[config.mk]
export PLATFORM = sky130hd
export DESIGN_NAME = seg_cell
export DESIGN_NICKNAME = d
export VERILOG_FILES = /design/src/rtl/core/segment_tree_point_update_range_sum_defines.svh /design/src/rtl/core/seg_pkg.sv /design/src/rtl/core/seg_cell.sv
export SDC_FILE = /design/constraint.sdc
export NUM_CORES = 1
export LEC_CHECK = 0
export BUFFER_PORTS_ARGS = -buffer_cell sky130_fd_sc_hd__buf_2
export CORE_ASPECT_RATIO = 1.1
export CORE_MARGIN = 2
export CORE_UTILIZATION = 45
export DETAILED_ROUTE_END_ITERATION = 12
export GPL_TIMING_DRIVEN = 0
export SLEW_MARGIN = 25
export SYNTH_ARGS = -nofsm -noshare
export SYNTH_HDL_FRONTEND = slang
export SYNTH_SLANG_ARGS = --single-unit
[constraint.sdc]
create_clock -name clk_i -period 9.91 [get_ports clk_i]
set_input_delay 0.4955 -clock clk_i [delete_from_list [all_inputs] [get_ports clk_i]]
set_output_delay 0.4955 -clock clk_i [all_outputs]
set_load 0.01 [all_outputs]
[src/rtl/core/segment_tree_point_update_range_sum_defines.svh]
// Assertion macros for the segment tree range-sum block
`ifndef SEGMENT_TREE_POINT_UPDATE_RANGE_SUM_DEFINES_SVH
`define SEGMENT_TREE_POINT_UPDATE_RANGE_SUM_DEFINES_SVH

// clocked property, off during reset
`define SEG_ASSERT(lbl, prop, msg) \
  lbl: assert property (@(posedge clk_i) disable iff (!rst_ni) (prop)) else $error(msg);

// implication, off during reset
`define SEG_ASSERT_IMP(lbl, pre, post, msg) \
  lbl: assert property (@(posedge clk_i) disable iff (!rst_ni) (pre) |-> (post)) else $error(msg);

`endif

[src/rtl/core/seg_pkg.sv]
// Shared types and codes for the segment tree range-sum block
package seg_pkg;

  localparam int unsigned ValW = 64;

  typedef logic [ValW-1:0] seg_val_t;

  typedef enum logic [1:0] {
    CMD_ADD   = 2'd0,
    CMD_SET   = 2'd1,
    CMD_QUERY = 2'd2,
    CMD_NONE  = 2'd3
  } seg_cmd_e;

  typedef struct packed {
    logic is_query;
    logic is_add;
    logic live;
  } seg_ctl_t;

endpackage

[src/rtl/core/seg_cell.sv]
// One tree level: node store, leaf update and paired-boundary query step
module seg_cell #(
  parameter int unsigned LVL = 0,
  parameter int unsigned IW  = 11
) (
  input  logic             clk_i,
  input  logic             rst_ni,
  input  logic             clr_i,
  input  logic [IW-1:0]    clr_addr_i,
  input  logic             vld_i,
  input  seg_pkg::seg_ctl_t ctl_i,
  input  logic [IW-1:0]    lo_i,
  input  logic [IW-1:0]    hi_i,
  input  seg_pkg::seg_val_t acc_i,
  output logic             vld_o,
  output seg_pkg::seg_ctl_t ctl_o,
  output logic [IW-1:0]    lo_o,
  output logic [IW-1:0]    hi_o,
  output seg_pkg::seg_val_t acc_o
);
  import seg_pkg::*;

  localparam int unsigned AW  = (LVL > 0) ? LVL : 1;
  localparam int unsigned DEP = 1 << AW;

  seg_val_t mem [DEP];

  logic          a_vld_q;
  seg_ctl_t      a_ctl_q;
  logic [IW-1:0] a_lo_q, a_hi_q;
  seg_val_t      a_acc_q, rd_a_q, rd_b_q;
  logic [AW-1:0] rb_addr;

  logic          odd_lo, even_hi, live_d;
  logic [IW-1:0] lo_d, hi_d;
  seg_val_t      add_a, add_b, q_acc, own, up_acc;
  seg_ctl_t      ctl_d;

  assign rb_addr = ctl_i.is_query ? hi_i[AW-1:0] : (lo_i[AW-1:0] ^ AW'(1));

  always_ff @(posedge clk_i or negedge rst_ni) begin
    if (!rst_ni) begin
      a_vld_q <= 1'b0;
    end else begin
      a_vld_q <= vld_i;
    end
  end

  always_ff @(posedge clk_i) begin
    if (vld_i) begin
      a_ctl_q <= ctl_i;
      a_lo_q  <= lo_i;
      a_hi_q  <= hi_i;
      a_acc_q <= acc_i;
      rd_a_q  <= mem[lo_i[AW-1:0]];
      rd_b_q  <= mem[rb_addr];
    end
  end

  always_comb begin
    odd_lo  = (LVL == 0) || a_lo_q[0];
    even_hi = (LVL != 0) && !a_hi_q[0];
    add_a   = (a_ctl_q.live && odd_lo) ? rd_a_q : '0;
    add_b   = (a_ctl_q.live && even_hi) ? rd_b_q : '0;
    q_acc   = a_acc_q + add_a + add_b;
    lo_d    = a_lo_q + IW'(odd_lo);
    hi_d    = a_hi_q - IW'(even_hi);
    live_d  = a_ctl_q.live && (lo_d <= hi_d) && !(even_hi && (a_hi_q == '0));
    own     = a_ctl_q.is_add ? (rd_a_q + a_acc_q) : a_acc_q;
    up_acc  = own + rd_b_q;
    ctl_d.is_query = a_ctl_q.is_query;
    ctl_d.is_add   = 1'b0;
    ctl_d.live     = a_ctl_q.is_query ? live_d : 1'b1;
  end

  always_ff @(posedge clk_i) begin
    if (clr_i) begin
      mem[clr_addr_i[AW-1:0]] <= '0;
    end else if (a_vld_q && !a_ctl_q.is_query) begin
      mem[a_lo_q[AW-1:0]] <= own;
    end
  end

  always_ff @(posedge clk_i or negedge rst_ni) begin
    if (!rst_ni) begin
      vld_o <= 1'b0;
    end else begin
      vld_o <= a_vld_q;
    end
  end

  always_ff @(posedge clk_i) begin
    if (a_vld_q) begin
      ctl_o <= ctl_d;
      lo_o  <= a_ctl_q.is_query ? (lo_d >> 1) : (a_lo_q >> 1);
      hi_o  <= hi_d >> 1;
      acc_o <= a_ctl_q.is_query ? q_acc : up_acc;
    end
  end

endmodule
== Yosys cells after proc, flatten, opt, wreduce, memory -nomap -nowiden ==
Memories as Yosys holds them, arrays and structs flattened. A register that Yosys moved wholly into a read port is not among the register bits.
Cells that the tools add are included.
W data, S select, Z words.
Storage, ports and cells
  register bits: 178
  memory bits (writable): 128
  memories: 1
Cells by class
  add/sub/neg operators: 4
  magnitude comparators: 1
  muxes and demuxes: 13
  bitwise operators: 1
  reduce and logical (&&, ||, !) cells: 4
Memories
  mem: words 2, bits a word 64, rd ports 2, clocked after Yosys merged registers in 2, wr ports 1, line seg_cell.sv:26  | seg_val_t mem [DEP];
Operators by type and width (number)
  $mux W64: 4
  $add A64 B64 Y64: 3
  $reduce_or A64 Y1: 1
  $add A11 B1 Y11 const B: 1
  $le A11 B11 Y1: 1
  $mux W10: 1
  $mux W1: 8
  $logic_and A1 B1 Y1: 2
  $logic_not A1 Y1: 1
  $not A1 Y1: 1

== Depth between registers and ports, before layout ==
Gate-level depths: netlist of the first run.
  depth in word-level cells: 7
  mapped depth: 27

== Worst setup path after synthesis of the first run ==
No wires, ideal clock.
  path kind: register -> register
  from: reg a_vld_q
  to: mem mem[1][0] in the netlist's numbering, enable pin
  library setup time: 575 ps
  data arrival time: 7380 ps
  required time: 9335 ps
  setup slack: 1956 ps
  cell stages (with the launch flop): 5
  period minus slack after synthesis: 7954 ps
  cells stage by stage: dfrtp_1 > nand3_1 > clkbuf_1 > clkbuf_1 > o21ai_0
Between the ends
  cells in the longest elaborated chain, start to end: 6
Ends and longest elaborated chain
  start: declaration: line seg_cell.sv:28  | logic a_vld_q;
  start signal: assignment: line seg_cell.sv:45  | a_vld_q <= vld_i;
  $logic_and A1 B1 Y1 (*): line seg_cell.sv:79  | end else if (a_vld_q && !a_ctl_q.is_query) begin
  $mux W1 (*): line seg_cell.sv:79
  $mux W1 (*): line seg_cell.sv:77  | if (clr_i) begin
  $mux W1 (not written as such) (*): line seg_cell.sv:80  | mem[a_lo_q[AW-1:0]] <= own;
  $reduce_or A64 Y1 (no source line)
  $mux W1 (no source line)
  end: declaration: line seg_cell.sv:26
Mark *: on every way between the ends. The rest lies on a longest branch, timed or not.

== Worst setup path after layout of the first run ==
  from: reg a_acc_q[8]
  to: reg acc_o[57] (data pin)
Between the ends
  cells in the longest elaborated chain, start to end: 4
Ends and longest elaborated chain
  start: declaration: line seg_cell.sv:31  | seg_val_t a_acc_q, rd_a_q, rd_b_q;
  start signal: assignment: line seg_cell.sv:54  | a_acc_q <= acc_i;
  $add A64 B64 Y64: line seg_cell.sv:69  | own = a_ctl_q.is_add ? (rd_a_q + a_acc_q) : a_acc_q;
  $mux W64: line seg_cell.sv:69
  $add A64 B64 Y64: line seg_cell.sv:70  | up_acc = own + rd_b_q;
  $mux W64 (*): line seg_cell.sv:97  | acc_o <= a_ctl_q.is_query ? q_acc : up_acc;
  end signal: assignment: line seg_cell.sv:97
  end: declaration: line seg_cell.sv:19  | output seg_pkg::seg_val_t acc_o
Marks and branches as above.
A chain may end at the register's enable or synchronous reset.

==> flow_summary.ini, run 1 <==
[run_status]
status = finished clean

[clocking]
clk_latency_ns = 0.62
cts_max_path_buffers = 3
post_cts_resized = 0
cts_buffers = 47
cts_setup_buffers = 0
cts_tree = yes
cts_sinks = 433
path_clk_slew_ns = 0.06
cts_root_buffer = clkbuf_16
cts_max_level = 2

[power]
ir_drop_mv = 0.1474
power_leakage_nw = 12.90
power_density_nw_per_um2 = 196.5

[sta]
setup_slack_ns = 2.505
report.final.slew_viol_count = 0
max_freq_mhz = 135.0
maxSlewHeadroom_pct = 19.16
worst_slew_pin_slew_ns = 1.202
hold_viol = 0
fin_worst_skew_ns = 0.03346
min_period_ns = 7.405
rsz0062_at_grt = false
finalSetupViolCount = 0
timing.final.crit_share_pct = 74.73

[place]
gp_congestion = 0.9847
place_ws_ns = 2.709
dpl.hpwl_mm = 73.28
dpl.cell_count = 3715
port_buffers = 180

[routing]
drt-pass1-iter-count = 6
antenna_left = 0
viasPerCell = 5.952
vias = 22640
drt_iter0_markers = 2152
drc = 0
totalWireLength_mm = 93.48
wire_per_inst_microns = 24.57

[floorplanning]
io_pins = 194
core-area_sq_um = 63350
die_w_microns = 244.9
start_util_pct = 45.33
std_cell_rows = 97
die_area_sq_um = 65860
die_h_microns = 269.0

[layout]
final_util_pct = 51.53
instances_no_fill = 3804
final_cell_mix = 431 x edfxtp_1, 259 x a21oi_1, 210 x ha_1
nNetsFinal = 3241
antenna_cells = 0
drive_gt1_share_pct = 17.92
mostFrequentLayoutCell = edfxtp_1
area_growth_pct = 13.68

[grt]
grt_pass1_vias = 22090
grt_usage_pct = 27.93
grt_pass1_wl_mm = 137.7
overflow = 0
antenna_found_initial = 2
grt_start_max_net_pins = 90

[logic_synthesis]
synth_compound_area_share_pct = 17.50
synth_edf_count = 431
synth_area_sq_um = 28720
yosys.area.top_type = edfxtp_1
ys_seq_elements = 433
netlist.area_leader.share_pct = 45.06
synth-xor-area-share_pct = 5.777
async_flop_share_pct = 0.4619
synthAdderAreaFrac_pct = 9.358
synth_seq_area_share_pct = 45.24
synthFlopType = edfxtp_1
synth_warnings = 0
synth_top_family_by_area = compound AO/OA/AOI/OAI gates
synth_simple_gate_area_share_pct = 12.17
avgSynthCellArea_sq_um = 10.72
ys_top_cells_by_area = edfxtp_1 45%, ha_1 9.1%, mux2_2 7.1%, a21oi_1 4.5%, xnor2_1 3.2%
synth_cell_types = 99
synth.area.mux_share_pct = 7.415
syn_inst = 2680

[setup_path]
cp-end-kind = flip-flop
ff2ff_setup_slack_ns = 2.50
critPathLaunchType = flip-flop
r2r-end = acc_o[57]
worstReg2RegStart = a_acc_q[8]
criticalPathCategory = flip-flop to flip-flop
critPathArrivalTime_ns = 7.72
r2r_cells = 23
worst-path-max-fanout = 8
cp_data_required_time_ns = 10.22

[worst_hold_path]
min_delay_worst_endpoint = a_hi_q[3]
hold_class = primary input to flip-flop
hp-start = hi_i[3]
whs_path_depth = 1

[flow_run]
timing.max_cap.violations = 0
[repair_timing]
action	CTS	global route
hold buffers	1	0
endpoints found under the setup margin	0	0
hold endpoints to repair	2	0
[cell type report]
type | instances | area (sq um)
Multi-Input combinational cell | 2069 | 15040
Tap cell | 841 | 1052
Fill cell | 5757 | 30700
Inverter | 60 | 225.2
Timing Repair Buffer | 193 | 1227
Sequential cell | 433 | 13000
Clock buffer | 60 | 1255
Buffer | 120 | 508.0
Clock inverter | 28 | 345.3
[power by group]
| group | switching (mW) | total, mW | internal (mW) |
|---|---|---|---|
| clock network | 0.752 | 1.81 | 1.06 |
| logic | 1.37 | 2.23 | 0.857 |
| registers | 0.118 | 2.37 | 2.25 |
| total | 2.24 | 6.42 | 4.17 |
[worst max-delay path, cell delays in order, from the launching register on]
cell and delay (ns):
edfxtp_1 0.45, ha_1 0.31, clkbuf_1 0.24, nand4_1 0.28, nor4_1 1.07, o211ai_1 0.44, nand2_1 0.34, a21oi_2 0.14
o21bai_1 0.18, xor2_1 0.08, mux2_2 0.32, ha_1 0.29, clkbuf_1 0.28, nand2_1 0.12, nor2_1 0.23, nand2_1 0.16
a2111oi_2 0.74, o21ai_1 0.21, a21oi_1 0.30, o21ai_1 0.19, o21ai_2 0.29, a31oi_1 0.14, xor2_1 0.21, o21ai_1 0.10
[synth_stat cells, types with 44 or more instances]
master    count
nor2b_1      79
edfxtp_1    431
and2_1       72
nand2_1     200
inv_1        59
nand3_1      46
clkbuf_1     91
xnor2_1     106
nand4_1      44
ha_1        210
a21oi_1     259
a21o_1      111
xor2_1       79
mux2_2      182
nor2_1      140
o21ai_0     126
[how the worst max path moves through the flow]
stage	start	to	slack [ns]	depth (start not counted)
floorplan	a_vld_q	mem[1][0]	1.96	4
global placement	a_vld_q	mem[1][33]	-5.76	4
detailed placement	a_acc_q[0]	acc_o[57]	2.71	26
CTS	a_acc_q[0]	acc_o[57]	2.68	26
global route	a_acc_q[0]	acc_o[57]	2.18	26
finish	a_acc_q[8]	acc_o[57]	2.50	23
[metrics by stage]
step           power, mW  hold WS, ns  cell area [sq um]  TNS [ns]
2_1_floorplan      3.854       0.1999              28730         0
3_3_place_gp       4.573       0.2845              30680   -547.07
3_5_place_dp       4.588       0.2836              31040         0
4_1_cts            6.421      0.02288              32650         0
5_1_grt            6.732      0.02834              32650         0
6_report           6.416      0.04964              32650         0
[registers in the layout, indices dropped and copies added (netlist names)]
| register | cells |
|---|---|
| a_hi_q | 11 |
| ctl_o | 2 |
| a_acc_q | 64 |
| vld_o | 1 |
| lo_o | 10 |
| a_ctl_q | 3 |
| a_vld_q | 1 |
| acc_o | 64 |
| mem | 128 |
| hi_o | 10 |
| rd_b_q | 64 |
| rd_a_q | 64 |
| a_lo_q | 11 |
[metal layers]
metal | GRT usage [%] | share of wire [%] | vias to the layer above
met5 | 0 | 0 | -
met4 | 9.163 | 3.3 | 0
met3 | 3.862 | 7.0 | 159
met2 | 45.39 | 46 | 906
met1 | 38.54 | 44 | 11010
li1 | - | - | 10570
[logic make-up after synthesis]
family,after synthesis
other cells,1
compound gates,777
simple gates,699
flops,433
fa+ha+maj,213
xor+xnor,187
mux,190
buf+inv,180
Power figures use the tool's default switching activity.
==> inputs of run 2 (changes only) <==
Settings changed: ABC_AREA from default to 1.
Clock period 9.91 ns to 6.77 ns, I/O delays scaled along.
==> run 2 against run 1 <==
Effect of this change: cell area grew 7.8%; core utilization grew 0.65 points; critical endpoint is now acc_o[49]; largest cell class unchanged; setup slack lost 1.8 ns; register-to-register slack lost 1.8 ns; synthesized cell count grew 45%; clock-buffer cell count shrank 7; sequential power grew 46%; critical path depth shrank 2.
==> flow_summary.ini, run 2 <==
[clocking]
cts_root_buffer = clkbuf_16
post_cts_resized = 0
clk_latency_ns = 0.60
cts_max_level = 2
cts_tree = yes
cts_sinks = 433
cts_setup_buffers = 0
cts_buffers = 45
cts_max_path_buffers = 3
path_clk_slew_ns = 0.06

[power]
ir_drop_mv = 0.2182
swShare_pct = 38.02
power_density_nw_per_um2 = 265.6
power_frac_seq_pct = 36.9
p_comb_share_pct = 35.7
power_switching_mw = 3.554
internal_power_mw = 5.793
power_leakage_nw = 15.37
power_mw = 9.347
p_clk_share_pct = 27.4

[sta]
finalSetupViolCount = 0
worst_slew_pin_slew_ns = 1.117
report.final.slew_viol_count = 0
holdWs_ns = 0.06818
maxSlewHeadroom_pct = 25.54
setup_slack_ns = 0.7325
min_period_ns = 6.038
hold_viol = 0
rsz0062_at_grt = false
fin_worst_skew_ns = 0.02873
max_freq_mhz = 165.6
timing.final.crit_share_pct = 89.18

[routing]
drc = 0
drt_iter0_markers = 2843
wire_per_inst_microns = 23.84
viasPerCell = 5.613
vias = 28700
drt-pass1-iter-count = 8
antenna_left = 0
totalWireLength_mm = 121.8

[layout]
area_growth_pct = 15.35
largest_register_ffs = 128
multi_input_area_sq_um = 15250
nNetsFinal = 4529
final_cell_mix = 940 x nand2_1, 519 x inv_1, 431 x edfxtp_1
mostFrequentLayoutCell = nand2_1
regArea_sq_um = 13000
instances_no_fill = 5112
fillCellCount = 6647
antenna_cells = 0
final_util_pct = 52.19
drive_gt1_share_pct = 8.857

[logic_synthesis]
yosys-top-cells-count = 940 x nand2_1, 519 x inv_1, 431 x edfxtp_1
async_flop_share_pct = 0.4619
synth_seq_area_share_pct = 42.58
yosysMostFrequentCell = nand2_1
synth.area.mux_share_pct = 0
syn_inst = 3884
netlist.area_leader.share_pct = 42.42
synth_edf_count = 431
synth_top_family_by_area = simple AND/OR/NAND/NOR gates
synth_compound_area_share_pct = 17.41
synth_warnings = 0
avgSynthCellArea_sq_um = 7.855
synthFlopType = edfxtp_1
yosys.area.top_type = edfxtp_1
synth_area_sq_um = 30510
synth_cell_types = 59
synth_simple_gate_area_share_pct = 21.39
synth-xor-area-share_pct = 2.296
ys_seq_elements = 433
synthAdderAreaFrac_pct = 8.809
ys_top_cells_by_area = edfxtp_1 42%, nand2_1 12%, ha_1 8.6%, inv_1 6.4%, o21ai_0 6.3%

[place]
port_buffers = 180
gp_congestion = 1.005
dpl.hpwl_mm = 101.3
dpl.cell_count = 4943
place_ws_ns = 0.8964

[flow_run]
timing.max_cap.violations = 0

[grt]
grt_start_max_net_pins = 99
overflow = 0
grt_pass1_wl_mm = 174.0
grt_pass1_vias = 27140
grt_usage_pct = 34.29
antenna_found_initial = 4

[setup_path]
cp_slowest_cell = o21bai_1
worst-path-max-fanout = 5
cp-end-kind = flip-flop
worstReg2RegStart = a_acc_q[0]
critPathArrivalTime_ns = 6.33
ff2ff_setup_slack_ns = 0.73
criticalPathCategory = flip-flop to flip-flop
crit_chain = ha_1 > inv_1 > fa_1 > inv_1 > nand3_1 > o21bai_1 > nand3_1 > nand3_1 > xor2_1 > nand2_1 > nand2_1 > ha_1 > a21oi_1 > o21ai_0 > a21oi_1 > o21ai_0 > nand2_1 > nand3_1 > a21o_1 > o21ai_0 > nand2_1
crit_start = a_acc_q[0]
r2r_cells = 21
critPathCapture = acc_o[49]
slowest_delay_ns = 0.54
cp_data_required_time_ns = 7.06
r2r-end = acc_o[49]
critPathLaunchType = flip-flop

[run_status]
status = finished clean

[floorplanning]
die_area_sq_um = 69900
start_util_pct = 45.24
die_h_microns = 277.1
std_cell_rows = 100
die_w_microns = 252.3
core-area_sq_um = 67440
io_pins = 194

[worst_hold_path]
hold_class = primary input to async pin
-- run 2: cell count changes after synthesis, sizes merged, moves of 34 or more --
cell / delta
o21ai: +249
nand3: +88
nor2b: -78
a21oi: +120
inv: +466
mux2: -182
nand4: -34
a21o: -84
and2: -66
nor2: +252
nand2: +763
clkbuf: -34
xnor2: -89
-- run 2: area by class of cell --
class / instances / share of cell area, %
Multi-Input combinational cell: 2850 / 43.34
Sequential cell: 433 / 36.93
Timing Repair Buffer: 279 / 5.823
Inverter: 526 / 5.610
Clock buffer: 53 / 3.463
Tap cell: 867 / 3.082
Buffer: 77 / 0.9172
Clock inverter: 27 / 0.8390
-- run 2: cells by family (layout without fill, tap and decap cells) --
kind of cell	count (synthesis)	count (layout)
AND/OR/NAND/NOR	1595	1595
other	1	3
flip-flops	433	433
adder cells (fa/ha/maj)	213	213
XOR/XNOR	80	80
AO/OA/AOI/OAI	959	959
buffers and inverters	603	962
-- run 2: stage by stage --
step | TNS [ns] | area [sq um]
2_1_floorplan | 0 | 30520
3_3_place_gp | -382.29 | 32500
3_5_place_dp | 0 | 32790
4_1_cts | 0 | 35190
5_1_grt | 0 | 35190
6_report | 0 | 35190
-- run 2: how the worst min path moves through the flow --
stage                      start       to  slack (ns)  depth (start not counted)
after global routing      rst_ni    vld_o        0.08                          2
final                     rst_ni    vld_o        0.07                          2
after CTS                 rst_ni  a_vld_q        0.05                          2
after detailed placement  rst_ni    vld_o        0.13                          1
after global placement    rst_ni    vld_o        0.12                          1
after floorplan           rst_ni  a_vld_q        0.04                          0
-- run 2: critical path, delay by kind of cell, from the launching register on --
family          cells  cell delay [ns]
compound gates      7             2.17
buf+inv             2             0.33
fa+ha+maj           3             1.35
flops               1             0.38
xor+xnor            1             0.22
simple gates        8             1.28
-- run 2: layer usage --
metal	GRT usage, %	vias to the layer above	part of all wire (%)
li1	-	13760	-
met1	48.51	13510	43
met2	53.64	1225	44
met3	4.408	209	8.4
met4	12.81	0	4.1
met5	0	-	0
-- run 2: power groups by stage --
stage          sequential [mW]  clock, mW  combinational (mW)
2_1_floorplan             3.48          0                1.92
3_3_place_gp              3.53          0                3.16
3_5_place_dp              3.50          0                3.19
4_1_cts                   3.45       2.60                3.25
5_1_grt                   3.47       2.70                3.58
6_report                  3.45       2.56                3.33
-- run 2: what timing repair did --
action                                  in CTS  in global routing
endpoints found under the hold margin       90                  0
hold buffers                                89                  0
endpoints found under the setup margin       0                  0
